$ cat src/sha1_pkg.sv
`default_nettype none

package sha1_pkg;

	localparam int unsigned DigestWords = 5;
	localparam int unsigned WindowWords = 16;
	localparam int unsigned RoundCount  = 80;
	localparam int unsigned GroupRounds = 20;

	localparam logic [7:0] PadByte  = 8'h80;
	localparam logic [5:0] LenFill  = 6'd56;
	localparam logic [5:0] LastFill = 6'd63;
	localparam logic [2:0] LastIdx  = 3'(DigestWords - 1);
	localparam logic [2:0] LastLen  = 3'd7;
	localparam logic [6:0] LastRnd  = 7'(RoundCount - 1);

	typedef logic [31:0] word_t;

	// source of the byte pushed into the block buffer
	typedef enum logic [1:0] {
		SEL_DATA,
		SEL_PAD,
		SEL_ZERO,
		SEL_LEN
	} byte_sel_t;

	typedef struct packed {
		logic      absorb;
		byte_sel_t byte_sel;
		logic [2:0] len_idx;
		logic      count_byte;
		logic      load_work;
		logic      round;
		logic [1:0] grp;
		logic      add_chain;
		logic      restart;
		logic [2:0] out_idx;
	} sha1_cmd_t;

	typedef struct packed {
		logic fill_full;
		logic fill_len;
	} sha1_stat_t;

	function automatic word_t init_word(input logic [2:0] idx);
		word_t w;
		case (idx)
			3'd0:    w = 32'h67452301;
			3'd1:    w = 32'hEFCDAB89;
			3'd2:    w = 32'h98BADCFE;
			3'd3:    w = 32'h10325476;
			default: w = 32'hC3D2E1F0;
		endcase
		return w;
	endfunction

	function automatic word_t round_key(input logic [1:0] grp);
		word_t k;
		case (grp)
			2'd0:    k = 32'h5A827999;
			2'd1:    k = 32'h6ED9EBA1;
			2'd2:    k = 32'h8F1BBCDC;
			default: k = 32'hCA62C1D6;
		endcase
		return k;
	endfunction

endpackage

`default_nettype wire

$ cat src/sha1_byte_if.sv
`default_nettype none

interface sha1_byte_if;
	logic       valid;
	logic       ready;
	logic [7:0] data_byte;
	logic       byte_valid;
	logic       message_end;

	modport source (output valid, output data_byte, output byte_valid,
		output message_end, input ready);
	modport sink (input valid, input data_byte, input byte_valid,
		input message_end, output ready);
endinterface

`default_nettype wire

$ cat src/sha1_digest_if.sv
`default_nettype none

interface sha1_digest_if;
	logic        valid;
	logic        ready;
	logic [31:0] digest_word;
	logic [2:0]  word_index;
	logic        last_word;

	modport source (output valid, output digest_word, output word_index,
		output last_word, input ready);
	modport sink (input valid, input digest_word, input word_index,
		input last_word, output ready);
endinterface

`default_nettype wire

$ cat src/sha1_datapath.sv
`default_nettype none

module sha1_datapath
	import sha1_pkg::*;
(
	input  wire logic       clk,
	input  wire logic       arst_n,
	input  wire logic [7:0] data_byte,
	input  wire sha1_cmd_t  cmd,
	output sha1_stat_t      stat,
	output word_t           digest_word
);

	word_t       h_q [DigestWords];
	word_t       w_q [WindowWords];
	logic [23:0] acc_q;
	logic [63:0] bit_cnt_q;
	logic [5:0]  fill_q;
	word_t       a_q, b_q, c_q, d_q, e_q;

	logic [7:0]  in_byte;
	logic [63:0] len_shift;
	word_t       f_val;
	word_t       t_val;
	word_t       sched_new;
	word_t       push_word;

	assign len_shift = bit_cnt_q << {cmd.len_idx, 3'b000};

	always_comb begin
		case (cmd.byte_sel)
			SEL_DATA: in_byte = data_byte;
			SEL_PAD:  in_byte = PadByte;
			SEL_ZERO: in_byte = '0;
			default:  in_byte = len_shift[63:56];
		endcase
	end

	assign push_word = {acc_q, in_byte};

	always_comb begin
		case (cmd.grp)
			2'd0:    f_val = (b_q & c_q) | (~b_q & d_q);
			2'd2:    f_val = (b_q & c_q) | (b_q & d_q) | (c_q & d_q);
			default: f_val = b_q ^ c_q ^ d_q;
		endcase
	end

	assign t_val = {a_q[26:0], a_q[31:27]} + f_val + e_q + w_q[0] + round_key(cmd.grp);

	// schedule word sixteen rounds ahead of the one being used
	assign sched_new = w_q[13] ^ w_q[8] ^ w_q[2] ^ w_q[0];

	always_ff @(posedge clk or negedge arst_n) begin
		if (!arst_n) begin
			for (int i = 0; i < DigestWords; i++) begin
				h_q[i] <= init_word(3'(i));
			end
			bit_cnt_q <= '0;
			fill_q    <= '0;
		end else begin
			if (cmd.restart) begin
				for (int i = 0; i < DigestWords; i++) begin
					h_q[i] <= init_word(3'(i));
				end
				bit_cnt_q <= '0;
				fill_q    <= '0;
			end else begin
				if (cmd.add_chain) begin
					h_q[0] <= h_q[0] + a_q;
					h_q[1] <= h_q[1] + b_q;
					h_q[2] <= h_q[2] + c_q;
					h_q[3] <= h_q[3] + d_q;
					h_q[4] <= h_q[4] + e_q;
				end
				if (cmd.count_byte) begin
					bit_cnt_q <= bit_cnt_q + 64'd8;
				end
				if (cmd.absorb) begin
					fill_q <= fill_q + 6'd1;
				end
			end
		end
	end

	always_ff @(posedge clk) begin
		if (cmd.absorb) begin
			acc_q <= {acc_q[15:0], in_byte};
			if (fill_q[1:0] == 2'b11) begin
				for (int i = 0; i < WindowWords - 1; i++) begin
					w_q[i] <= w_q[i + 1];
				end
				w_q[WindowWords - 1] <= push_word;
			end
		end else if (cmd.round) begin
			for (int i = 0; i < WindowWords - 1; i++) begin
				w_q[i] <= w_q[i + 1];
			end
			w_q[WindowWords - 1] <= {sched_new[30:0], sched_new[31]};
		end

		if (cmd.load_work) begin
			a_q <= h_q[0];
			b_q <= h_q[1];
			c_q <= h_q[2];
			d_q <= h_q[3];
			e_q <= h_q[4];
		end else if (cmd.round) begin
			a_q <= t_val;
			b_q <= a_q;
			c_q <= {b_q[1:0], b_q[31:2]};
			d_q <= c_q;
			e_q <= d_q;
		end
	end

	assign stat.fill_full = (fill_q == LastFill);
	assign stat.fill_len  = (fill_q == LenFill);

	assign digest_word = (cmd.out_idx <= LastIdx) ? h_q[cmd.out_idx] : h_q[0];

`ifndef SYNTHESIS
	// a compression starts only on the byte that completes a block
	a_load_aligned: assert property (@(posedge clk) disable iff (!arst_n)
		cmd.load_work |-> (fill_q == LastFill))
		else $error("compression started on a partial block");

	// bit count moves only with data bytes
	a_count_src: assert property (@(posedge clk) disable iff (!arst_n)
		cmd.count_byte |-> (cmd.absorb && cmd.byte_sel == SEL_DATA))
		else $error("bit count advanced without a data byte");

	a_pad_len: assert property (@(posedge clk) disable iff (!arst_n)
		(cmd.absorb && cmd.byte_sel == SEL_LEN && cmd.len_idx == 3'd0) |-> stat.fill_len)
		else $error("length field not at offset 56");
`endif

endmodule

`default_nettype wire

$ cat src/sha1_ctrl.sv
`default_nettype none

module sha1_ctrl
	import sha1_pkg::*;
(
	input  wire logic       clk,
	input  wire logic       arst_n,
	input  wire logic       in_valid,
	input  wire logic       in_byte_valid,
	input  wire logic       in_message_end,
	output logic            in_ready,
	output logic            out_valid,
	input  wire logic       out_ready,
	input  wire sha1_stat_t stat,
	output sha1_cmd_t       cmd
);

	typedef enum logic [2:0] {
		ST_IDLE,
		ST_ROUND,
		ST_ADD,
		ST_PAD_ONE,
		ST_PAD_ZERO,
		ST_PAD_LEN,
		ST_OUT
	} state_t;

	state_t     state_q, ret_q;
	logic [6:0] rnd_q;
	logic [2:0] len_q;
	logic [2:0] out_q;

	logic in_take;
	logic out_take;

	assign in_ready  = (state_q == ST_IDLE);
	assign out_valid = (state_q == ST_OUT);
	assign in_take   = in_valid && in_ready;
	assign out_take  = out_valid && out_ready;

	always_comb begin
		cmd            = '0;
		cmd.byte_sel   = SEL_DATA;
		cmd.len_idx    = len_q;
		cmd.out_idx    = out_q;
		if (rnd_q < 7'(GroupRounds)) begin
			cmd.grp = 2'd0;
		end else if (rnd_q < 7'(2 * GroupRounds)) begin
			cmd.grp = 2'd1;
		end else if (rnd_q < 7'(3 * GroupRounds)) begin
			cmd.grp = 2'd2;
		end else begin
			cmd.grp = 2'd3;
		end
		unique case (state_q)
			ST_IDLE: begin
				cmd.absorb     = in_take && in_byte_valid;
				cmd.count_byte = in_take && in_byte_valid;
				cmd.load_work  = in_take && in_byte_valid && stat.fill_full;
			end
			ST_ROUND: cmd.round = 1'b1;
			ST_ADD:   cmd.add_chain = 1'b1;
			ST_PAD_ONE: begin
				cmd.absorb    = 1'b1;
				cmd.byte_sel  = SEL_PAD;
				cmd.load_work = stat.fill_full;
			end
			ST_PAD_ZERO: begin
				cmd.absorb    = !stat.fill_len;
				cmd.byte_sel  = SEL_ZERO;
				cmd.load_work = !stat.fill_len && stat.fill_full;
			end
			ST_PAD_LEN: begin
				cmd.absorb    = 1'b1;
				cmd.byte_sel  = SEL_LEN;
				cmd.load_work = stat.fill_full;
			end
			ST_OUT:   cmd.restart = out_take && (out_q == LastIdx);
			default: ;
		endcase
	end

	always_ff @(posedge clk or negedge arst_n) begin
		if (!arst_n) begin
			state_q <= ST_IDLE;
			ret_q   <= ST_IDLE;
			rnd_q   <= '0;
			len_q   <= '0;
			out_q   <= '0;
		end else begin
			unique case (state_q)
				ST_IDLE: begin
					if (in_take) begin
						if (in_byte_valid && stat.fill_full) begin
							ret_q   <= in_message_end ? ST_PAD_ONE : ST_IDLE;
							rnd_q   <= '0;
							state_q <= ST_ROUND;
						end else if (in_message_end) begin
							state_q <= ST_PAD_ONE;
						end
					end
				end
				ST_ROUND: begin
					rnd_q <= rnd_q + 7'd1;
					if (rnd_q == LastRnd) begin
						state_q <= ST_ADD;
					end
				end
				ST_ADD: state_q <= ret_q;
				ST_PAD_ONE: begin
					if (stat.fill_full) begin
						ret_q   <= ST_PAD_ZERO;
						rnd_q   <= '0;
						state_q <= ST_ROUND;
					end else begin
						state_q <= ST_PAD_ZERO;
					end
				end
				ST_PAD_ZERO: begin
					if (stat.fill_len) begin
						len_q   <= '0;
						state_q <= ST_PAD_LEN;
					end else if (stat.fill_full) begin
						ret_q   <= ST_PAD_ZERO;
						rnd_q   <= '0;
						state_q <= ST_ROUND;
					end
				end
				ST_PAD_LEN: begin
					len_q <= len_q + 3'd1;
					if (len_q == LastLen) begin
						ret_q   <= ST_OUT;
						out_q   <= '0;
						rnd_q   <= '0;
						state_q <= ST_ROUND;
					end
				end
				ST_OUT: begin
					if (out_take) begin
						out_q <= out_q + 3'd1;
						if (out_q == LastIdx) begin
							state_q <= ST_IDLE;
						end
					end
				end
				default: state_q <= ST_IDLE;
			endcase
		end
	end

`ifndef SYNTHESIS
	a_rnd_range: assert property (@(posedge clk) disable iff (!arst_n)
		(state_q == ST_ROUND) |-> (rnd_q <= LastRnd))
		else $error("round counter out of range");

	a_sides_apart: assert property (@(posedge clk) disable iff (!arst_n)
		!(in_ready && out_valid))
		else $error("input taken while digest pending");

	a_digest_done: assert property (@(posedge clk) disable iff (!arst_n)
		(out_take && out_q == LastIdx) |=> (state_q == ST_IDLE && out_q == 3'd0 + 3'(DigestWords)))
		else $error("digest drain did not return to idle");

	a_add_after_rounds: assert property (@(posedge clk) disable iff (!arst_n)
		(state_q == ST_ADD) |-> ($past(state_q) == ST_ROUND && $past(rnd_q) == LastRnd))
		else $error("chain update without full round sequence");

	a_len_full: assert property (@(posedge clk) disable iff (!arst_n)
		(state_q == ST_PAD_LEN && len_q == LastLen) |-> stat.fill_full)
		else $error("length field does not close the block");
`endif

endmodule

`default_nettype wire

$ cat src/sha1_hash_engine_top.sv
`default_nettype none

// channel     | dir | beat payload                               | handshake
// byte_in     | in  | data_byte[7:0], byte_valid, message_end    | valid/ready
// digest_out  | out | digest_word[31:0], word_index[2:0], last   | valid/ready
//
// Flow: one input beat per cycle while buffering; the 64th byte of a block
//   stalls byte_in through the 80 rounds (one round a cycle) and the chain add.
// Message end: padding is fed one byte a cycle between compressions (0x80, zeros,
//   the 8-byte length) with one or two compressions, then five digest beats, h0 first.
// Reset: arst_n loads the SHA-1 initial value and clears bit and fill counts.
// Stalls: byte_in.ready is low from message end until the last digest beat is
//   taken; digest_out holds each word until ready.

module sha1_hash_engine_top
	import sha1_pkg::*;
(
	input  wire logic    clk,
	input  wire logic    arst_n,
	sha1_byte_if.sink    byte_in,
	sha1_digest_if.source digest_out
);

	sha1_cmd_t  cmd;
	sha1_stat_t stat;
	logic       in_ready;
	logic       out_valid;
	word_t      digest_word;

	// sequencer: block/pad/round/output control
	sha1_ctrl u_ctrl (
		.clk            (clk),
		.arst_n         (arst_n),
		.in_valid       (byte_in.valid),
		.in_byte_valid  (byte_in.byte_valid),
		.in_message_end (byte_in.message_end),
		.in_ready       (in_ready),
		.out_valid      (out_valid),
		.out_ready      (digest_out.ready),
		.stat           (stat),
		.cmd            (cmd)
	);

	// chain words, message window, working registers, counters
	sha1_datapath u_dp (
		.clk         (clk),
		.arst_n      (arst_n),
		.data_byte   (byte_in.data_byte),
		.cmd         (cmd),
		.stat        (stat),
		.digest_word (digest_word)
	);

	assign byte_in.ready          = in_ready;
	assign digest_out.valid       = out_valid;
	assign digest_out.digest_word = digest_word;
	assign digest_out.word_index  = cmd.out_idx;
	assign digest_out.last_word   = (cmd.out_idx == LastIdx);

endmodule

`default_nettype wire
$ cat src/flat_wrapper.sv
// flat-port wrapper written by rule: the top's interface ports become plain ports
module sha1_hash_engine_top_flat import sha1_pkg::*;
  (clk, arst_n, byte_in_valid, byte_in_data_byte, byte_in_byte_valid, byte_in_message_end, byte_in_ready, digest_out_valid, digest_out_digest_word, digest_out_word_index, digest_out_last_word, digest_out_ready);
  sha1_byte_if byte_in_i ();
  sha1_digest_if digest_out_i ();
  input  wire logic clk;
  input  wire logic arst_n;
  input wire logic [$bits(byte_in_i.valid)-1:0] byte_in_valid;
  input wire logic [$bits(byte_in_i.data_byte)-1:0] byte_in_data_byte;
  input wire logic [$bits(byte_in_i.byte_valid)-1:0] byte_in_byte_valid;
  input wire logic [$bits(byte_in_i.message_end)-1:0] byte_in_message_end;
  output wire logic [$bits(byte_in_i.ready)-1:0] byte_in_ready;
  output wire logic [$bits(digest_out_i.valid)-1:0] digest_out_valid;
  output wire logic [$bits(digest_out_i.digest_word)-1:0] digest_out_digest_word;
  output wire logic [$bits(digest_out_i.word_index)-1:0] digest_out_word_index;
  output wire logic [$bits(digest_out_i.last_word)-1:0] digest_out_last_word;
  input wire logic [$bits(digest_out_i.ready)-1:0] digest_out_ready;
  assign byte_in_i.valid = byte_in_valid;
  assign byte_in_i.data_byte = byte_in_data_byte;
  assign byte_in_i.byte_valid = byte_in_byte_valid;
  assign byte_in_i.message_end = byte_in_message_end;
  assign byte_in_ready = byte_in_i.ready;
  assign digest_out_valid = digest_out_i.valid;
  assign digest_out_digest_word = digest_out_i.digest_word;
  assign digest_out_word_index = digest_out_i.word_index;
  assign digest_out_last_word = digest_out_i.last_word;
  assign digest_out_i.ready = digest_out_ready;
  sha1_hash_engine_top u_core (.clk(clk), .arst_n(arst_n), .byte_in(byte_in_i), .digest_out(digest_out_i));
endmodule
$ cat config.mk
export PLATFORM = sky130hd
export DESIGN_NAME = sha1_hash_engine_top_flat
export DESIGN_NICKNAME = d
export VERILOG_FILES = /design/src/sha1_pkg.sv /design/src/sha1_byte_if.sv /design/src/sha1_digest_if.sv /design/src/sha1_datapath.sv /design/src/sha1_ctrl.sv /design/src/sha1_hash_engine_top.sv /design/src/flat_wrapper.sv
export SDC_FILE = /design/constraint.sdc
export NUM_CORES = 2
export LEC_CHECK = 0
export ABC_AREA = 1
export BUFFER_PORTS_ARGS = -buffer_cell sky130_fd_sc_hd__buf_2
export CAP_MARGIN = 10
export CELL_PAD_IN_SITES_DETAIL_PLACEMENT = 0
export CELL_PAD_IN_SITES_GLOBAL_PLACEMENT = 1
export CORE_MARGIN = 2
export CORE_UTILIZATION = 35
export CTS_BUF_LIST = sky130_fd_sc_hd__clkbuf_4
export DETAILED_ROUTE_END_ITERATION = 7
export PLACE_DENSITY = 0.6
export RECOVER_POWER = 50
export SKIP_LAST_GASP = 1
export SLEW_MARGIN = 20
export SYNTH_ARGS = -nofsm -noshare
export SYNTH_HDL_FRONTEND = slang
export SYNTH_SLANG_ARGS = --single-unit
$ cat constraint.sdc
create_clock -name clk -period 16.5 [get_ports clk]
set_input_delay 3.3 -clock clk [delete_from_list [all_inputs] [get_ports clk]]
set_output_delay 3.3 -clock clk [all_outputs]
set_load 0.05 [all_outputs]
### After elaboration in Yosys (flattened, before gate mapping)

Memory sizes are Yosys's and may differ from the RTL's.
Index checks and enable logic that the tools add are counted.

| operators by class | value |
|---|---|
| bitwise logic cells | 30 |
| muxes and demuxes | 84 |
| reduce and logical (&&, ||, !) cells | 25 |
| $add $sub $neg | 14 |
| magnitude comparators | 5 |
| shifts and indexed selects | 1 |
| eq/ne operators | 26 |

Operators by type and width:

| kind | number |
|---|---|
| $mux 32 | 29 |
| $mux 160 | 2 |
| $add 32x32->32 | 9 |
| $xor 32x32->32 | 5 |
| $and 32x32->32 | 4 |
| $mux 64 | 2 |
| $bmux 32 s3 | 1 |
| $or 32x32->32 | 3 |
| $pmux 32 s3 | 1 |
| $add 64x4->64 const B | 1 |
| $pmux 32 s2 | 1 |
| $shl 64x6->64 | 1 |
| $mux 3 | 18 |
| $mux 7 | 5 |
| $pmux 7 s5 | 1 |
| $not 32->32 | 1 |
| $pmux 8 s3 | 1 |
| $pmux 3 s7 | 1 |
| $or 1x1->1 | 16 |
| $eq 3x3->1 const B | 5 |
| $lt 7x6->1 const B | 2 |
| $eq 6x6->1 const B | 2 |
| $mux 6 | 2 |
| $pmux 3 s2 | 2 |
| other kinds (33) | 70 |

| storage, ports and cells | value |
|---|---|
| memory bits (writable) | 512 |
| memories | 1 |
| register bits | 433 |

Memory list:

| name | depth | width | rd ports | clocked after memory_dff | write ports | line | text |
|---|---|---|---|---|---|---|---|
| u_core.u_dp.w_q | 16 | 32 | 16 | 0 | 16 | sha1_datapath.sv:15 | `word_t w_q [WindowWords];` |

### Longest topological paths before layout

| logic depth | value |
|---|---|
| depth in word-level cells | 12 |
| gate-level depth with buffers | 32 |
| gate-level depth less buffers | 31 |

### By module

A second synthesis with hierarchy kept.

| second synthesis, totals | value |
|---|---|
| cells, all modules | 6557 |
| area, all modules | 55572.0 um^2 |

By module, submodules not included:

| module | cells each | instances | area an instance (um^2) |
|---|---|---|---|
| sha1_datapath | 6379 | 1 | 54307.1 |
| sha1_ctrl | 175 | 1 | 1251.2 |
| sha1_hash_engine_top | 3 | 1 | 13.8 |

### Worst setup path before layout

Ideal clock, no wire load.

| timing path | value |
|---|---|
| kind | in2reg |
| start | in byte_in_valid |
| end | mem u_core.u_dp.w_q[0][0] (netlist bit), enable pin |
| library setup time | 3659 ps |
| slack | 615 ps |
| arrival | 12226 ps |
| stages on the path | 6 |
| path through | nand2_1 nor2_8 nor2_4 nand2_8 nand2_1 nand2_1 |

RTL lines:

| item | line | text |
|---|---|---|
| start, declared | flat_wrapper.sv:8 | `input wire logic [$bits(byte_in_i.valid)-1:0] byte_in_valid;` |
| end, declared | sha1_datapath.sv:15 |  |

### Worst setup path in the final report

| timing path | value |
|---|---|
| start | in byte_in_valid |
| end | reg u_core.u_dp.c_q[27] (data pin) |

| between the ends | value |
|---|---|
| longest elaborated chain between the ends | 5 |

RTL lines:

| item | line | text |
|---|---|---|
| $logic_and 1x1->1 | sha1_ctrl.sv:38 | `assign in_take = in_valid && in_ready;` |
| $logic_and 1x1->1 (2 in a row) | sha1_ctrl.sv:59 | `cmd.load_work = in_take && in_byte_valid && stat.fill_full;` |
| $pmux 1 s3 | sha1_ctrl.sv:55 | `unique case (state_q)` |
| $mux 32 | sha1_datapath.sv:102 | `if (cmd.load_work) begin` |
| end signal, assigned | sha1_datapath.sv:105 | `c_q <= h_q[2];` |
| end signal, assigned | sha1_datapath.sv:111 | `c_q <= {b_q[1:0], b_q[31:2]};` |
| end, declared | sha1_datapath.sv:19 | `word_t a_q, b_q, c_q, d_q, e_q;` |

No other way between the ends.
A chain may end at the register's enable or synchronous reset.

==> results.json <==
{
  "required_ps": 17420,
  "post_cts_buffers": 0,
  "viasPerCell": 5.07,
  "fmax_ghz": 0.0891,
  "failed_checks": "max-capacitance violations, max-slew violations",
  "final-setup-viol-count": 0,
  "worst_pin_slew_ps": 5490,
  "arrival_ps": 12140,
  "cts-htree-levels": 5,
  "syn_nets": 6892,
  "ys_ff_latch": 942,
  "r2r_start": "u_core.u_ctrl.state_q[2]$_DFFE_PN0P_",
  "drive_above_1_share_pct": 9.15,
  "cpPeakStageDelay_ps": 2740,
  "syn_to_final_growth_pct": 10.6,
  "drc_errors": 0,
  "synth_seq_area_share_pct": 48.9,
  "cts_tree": "done",
  "worst-path-max-fanout": 105,
  "cts_root_buf": "clkbuf_4",
  "avgSynthCellArea_sq_um": 8.49,
  "vias": 45933,
  "netlist.area_leader.share_pct": 37.6,
  "antenna_found_initial": 12,
  "yosysWarnings": 0,
  "synth_largest_area_cell": "edfxtp_1",
  "cp.buffers_inverters": 3,
  "fin_cells": 9062,
  "cp_cell_sequence": "clkbuf_1 -> nand2_1 -> nor2_1 -> nor2_4 -> nand2_1 -> nand2_1 -> inv_4 -> buf_4 -> o21ai_0",
  "worst_hold_slack_ps": 288,
  "grt_pass1_vias": 44246,
  "wire_per_inst_um": 22.6,
  "cts_sinks": 942,
  "dr.pass1.iters": 6,
  "hold_viol_final": 0,
  "worstSetupPathType": "input port to register",
  "status": "complete, but fails checks",
  "clockBufferDepth": 4,
  "cts.clk_slew.worst_paths_ps": 60,
  "fin_crit_sh_pct": 68.0,
  "grt_max_degree": 198,
  "wirelength_mm": 204,
  "rsz0062_at_grt": "no",
  "core_sq_um": 158000,
  "fin_skew_ps": 171,
  "num_rows": 146,
  "die_area_sq_um": 162000,
  "cts_hold_buf": 0,
  "ys_types": 56,
  "grt_pass1_wl_mm": 297,
  "start_util_pct": 35.2,
  "startpoint": "byte_in_valid",
  "grt_use_total_pct": 25.0,
  "min_path_type": "register to register",
  "drt_iter0_drc": 4070,
  "synth_edf_count": 696,
  "dp_cells": 8571,
  "crit_path_top_delay_cell": "nand2_1",
  "end_kind": "register",
  "crit_path_start_kind": "input port",
  "maxSlewHeadroom_pct": -266,
  "globalplace.congestion": 0.968,
  "finalSetupTns_ps": 0,
  "grt_overflow_total": 0,
  "worstHoldStart": "u_core.u_dp.w_q[1][65]$_DFFE_PP_",
  "die_w_um": 402,
  "slew_viol_final": 575,
  "antenna_left": 0,
  "io_pins": 52,
  "cts_buffers": 290,
  "placed_cell_area_sq_um": 58100,
  "dpl.hpwl_mm": 156,
  "min_period_ps": 11220,
  "cap_violations": 13,
  "nets": 7136,
  "ctsResizeCount": 0,
  "timing.critical_path.mode_cell": "nand2_1",
  "synth_area_sq_um": 55600,
  "dieHeight_um": 402,
  "clk_latency_ps": 1350,
  "cpLargestDelayFamily": "simple AND/OR/NAND/NOR gates",
  "ys_top_cells_by_area": "edfxtp_1, nand2_1, dfrtp_1, inv_1, ha_1",
  "syn_inst": 6547,
  "synthFlopType": "edfxtp_1",
  "port_buffers": 51,
  "stdcell_area_sq_um": 61500,
  "async_flop_share_pct": 26.1
}
-- cells in the mapped netlist (all sizes together) (44+ instances only) --
master  count
edfxtp    696
inv      1106
o21ai     494
o22ai      79
dfrtp     166
a21oi     307
nand2    1827
nor2      483
clkbuf     74
buf        70
ha        206
nand3     353
nor3       82
fa        125
o21bai     44
xnor2     112
nand4     103
dfstp      80
-- worst register-to-register path: stages, from the launching register on --
cell,delay [ps]
dfrtp_1,440
inv_1,160
nand2_2,130
nor2_1,1770
nor2_4,30
nand2_1,1080
nand2_1,2750
inv_4,2070
buf_4,760
o21ai_0,230
-- per-stage QoR --
stage / worst slack [ps] / utilization (%)
5_1_grt: 4420 / 38.9
3_3_place_gp: 8830 / 36.8
2_1_floorplan: 615 / -
3_5_place_dp: 8780 / 36.8
4_1_cts: 8560 / 39.0
6_report: 5280 / 38.9
-- sequential cells by signal, indices dropped and copies added, names as in the netlist, 6 cells and up --
signal	flops
u_core.u_ctrl.rnd_q	7
u_core.u_dp.a_q	32
u_core.u_dp.acc_q	24
u_core.u_dp.b_q	32
u_core.u_dp.bit_cnt_q	61
u_core.u_dp.c_q	32
u_core.u_dp.d_q	32
u_core.u_dp.e_q	32
u_core.u_dp.fill_q	6
u_core.u_dp.h_q	160
u_core.u_dp.w_q	512
-- cell usage in the layout, fill, tap and decap left out, types with 125 or more instances in the layout --
master       n
nand3_1    353
o21ai_0    448
edfxtp_1   696
fa_1       125
a21oi_1    307
dfrtp_1    164
nor2_1     478
ha_1       206
nand2_1   1823
clkbuf_4   414
inv_1     1098
-- cell families (layout without fill, tap and decap cells) --
kind of cell             Yosys count  after routing  synth area share [%]
buffers and inverters           1251           1688                  8.72
AND/OR/NAND/NOR                 2907           2907                  21.6
multiplexers                       1              1                0.0180
flip-flops                       942            942                  48.9
other                              0              6                     0
AO/OA/AOI/OAI                    961            961                  9.25
XOR/XNOR                         154            154                  2.43
adder cells (fa/ha/maj)          331            331                  9.14
-- metal layers --
| metal | vias to the layer above | global-route usage [%] | wire (um) | share of wire [%] |
|---|---|---|---|---|
| met5 | - | 0 | 46 | 0.023 |
| met4 | 8 | 11.9 | 10100 | 4.9 |
| met3 | 423 | 4.19 | 12300 | 6.0 |
| met2 | 1465 | 39.1 | 91600 | 45 |
| met1 | 22025 | 33.8 | 90400 | 44 |
| li1 | 22012 | - | - | - |
-- area by class of cell --
type | count | area (sq um)
antenna | 6 | 15.0
clock buffer | 414 | 3110
sequential | 942 | 27200
multi-input combinational | 4354 | 23500
fill | 16494 | 96500
clock inverter | 71 | 344
tap | 2072 | 2590
timing repair buffer | 96 | 589
inverter | 1107 | 4160
-- final timing paths --
kind,end,slack [ps],cells past startpoint
setup reg to reg,u_core.u_dp.c_q[27]$_DFFE_PP_,6720,9
min in group asynchronous,u_core.u_dp.h_q[131]$_DFFE_PN0P_,4070,1
max in group asynchronous,u_core.u_dp.h_q[56]$_DFFE_PN0P_,7140,2
setup / recovery,u_core.u_dp.c_q[27]$_DFFE_PP_,5280,9
hold reg to reg,u_core.u_dp.w_q[1][33]$_DFFE_PP_,290,0
hold / removal,u_core.u_dp.w_q[1][33]$_DFFE_PP_,290,0
Power is left out: the tool's default activity adds up to more than one toggle a clock period on the data nets, which glitch-free logic cannot reach.
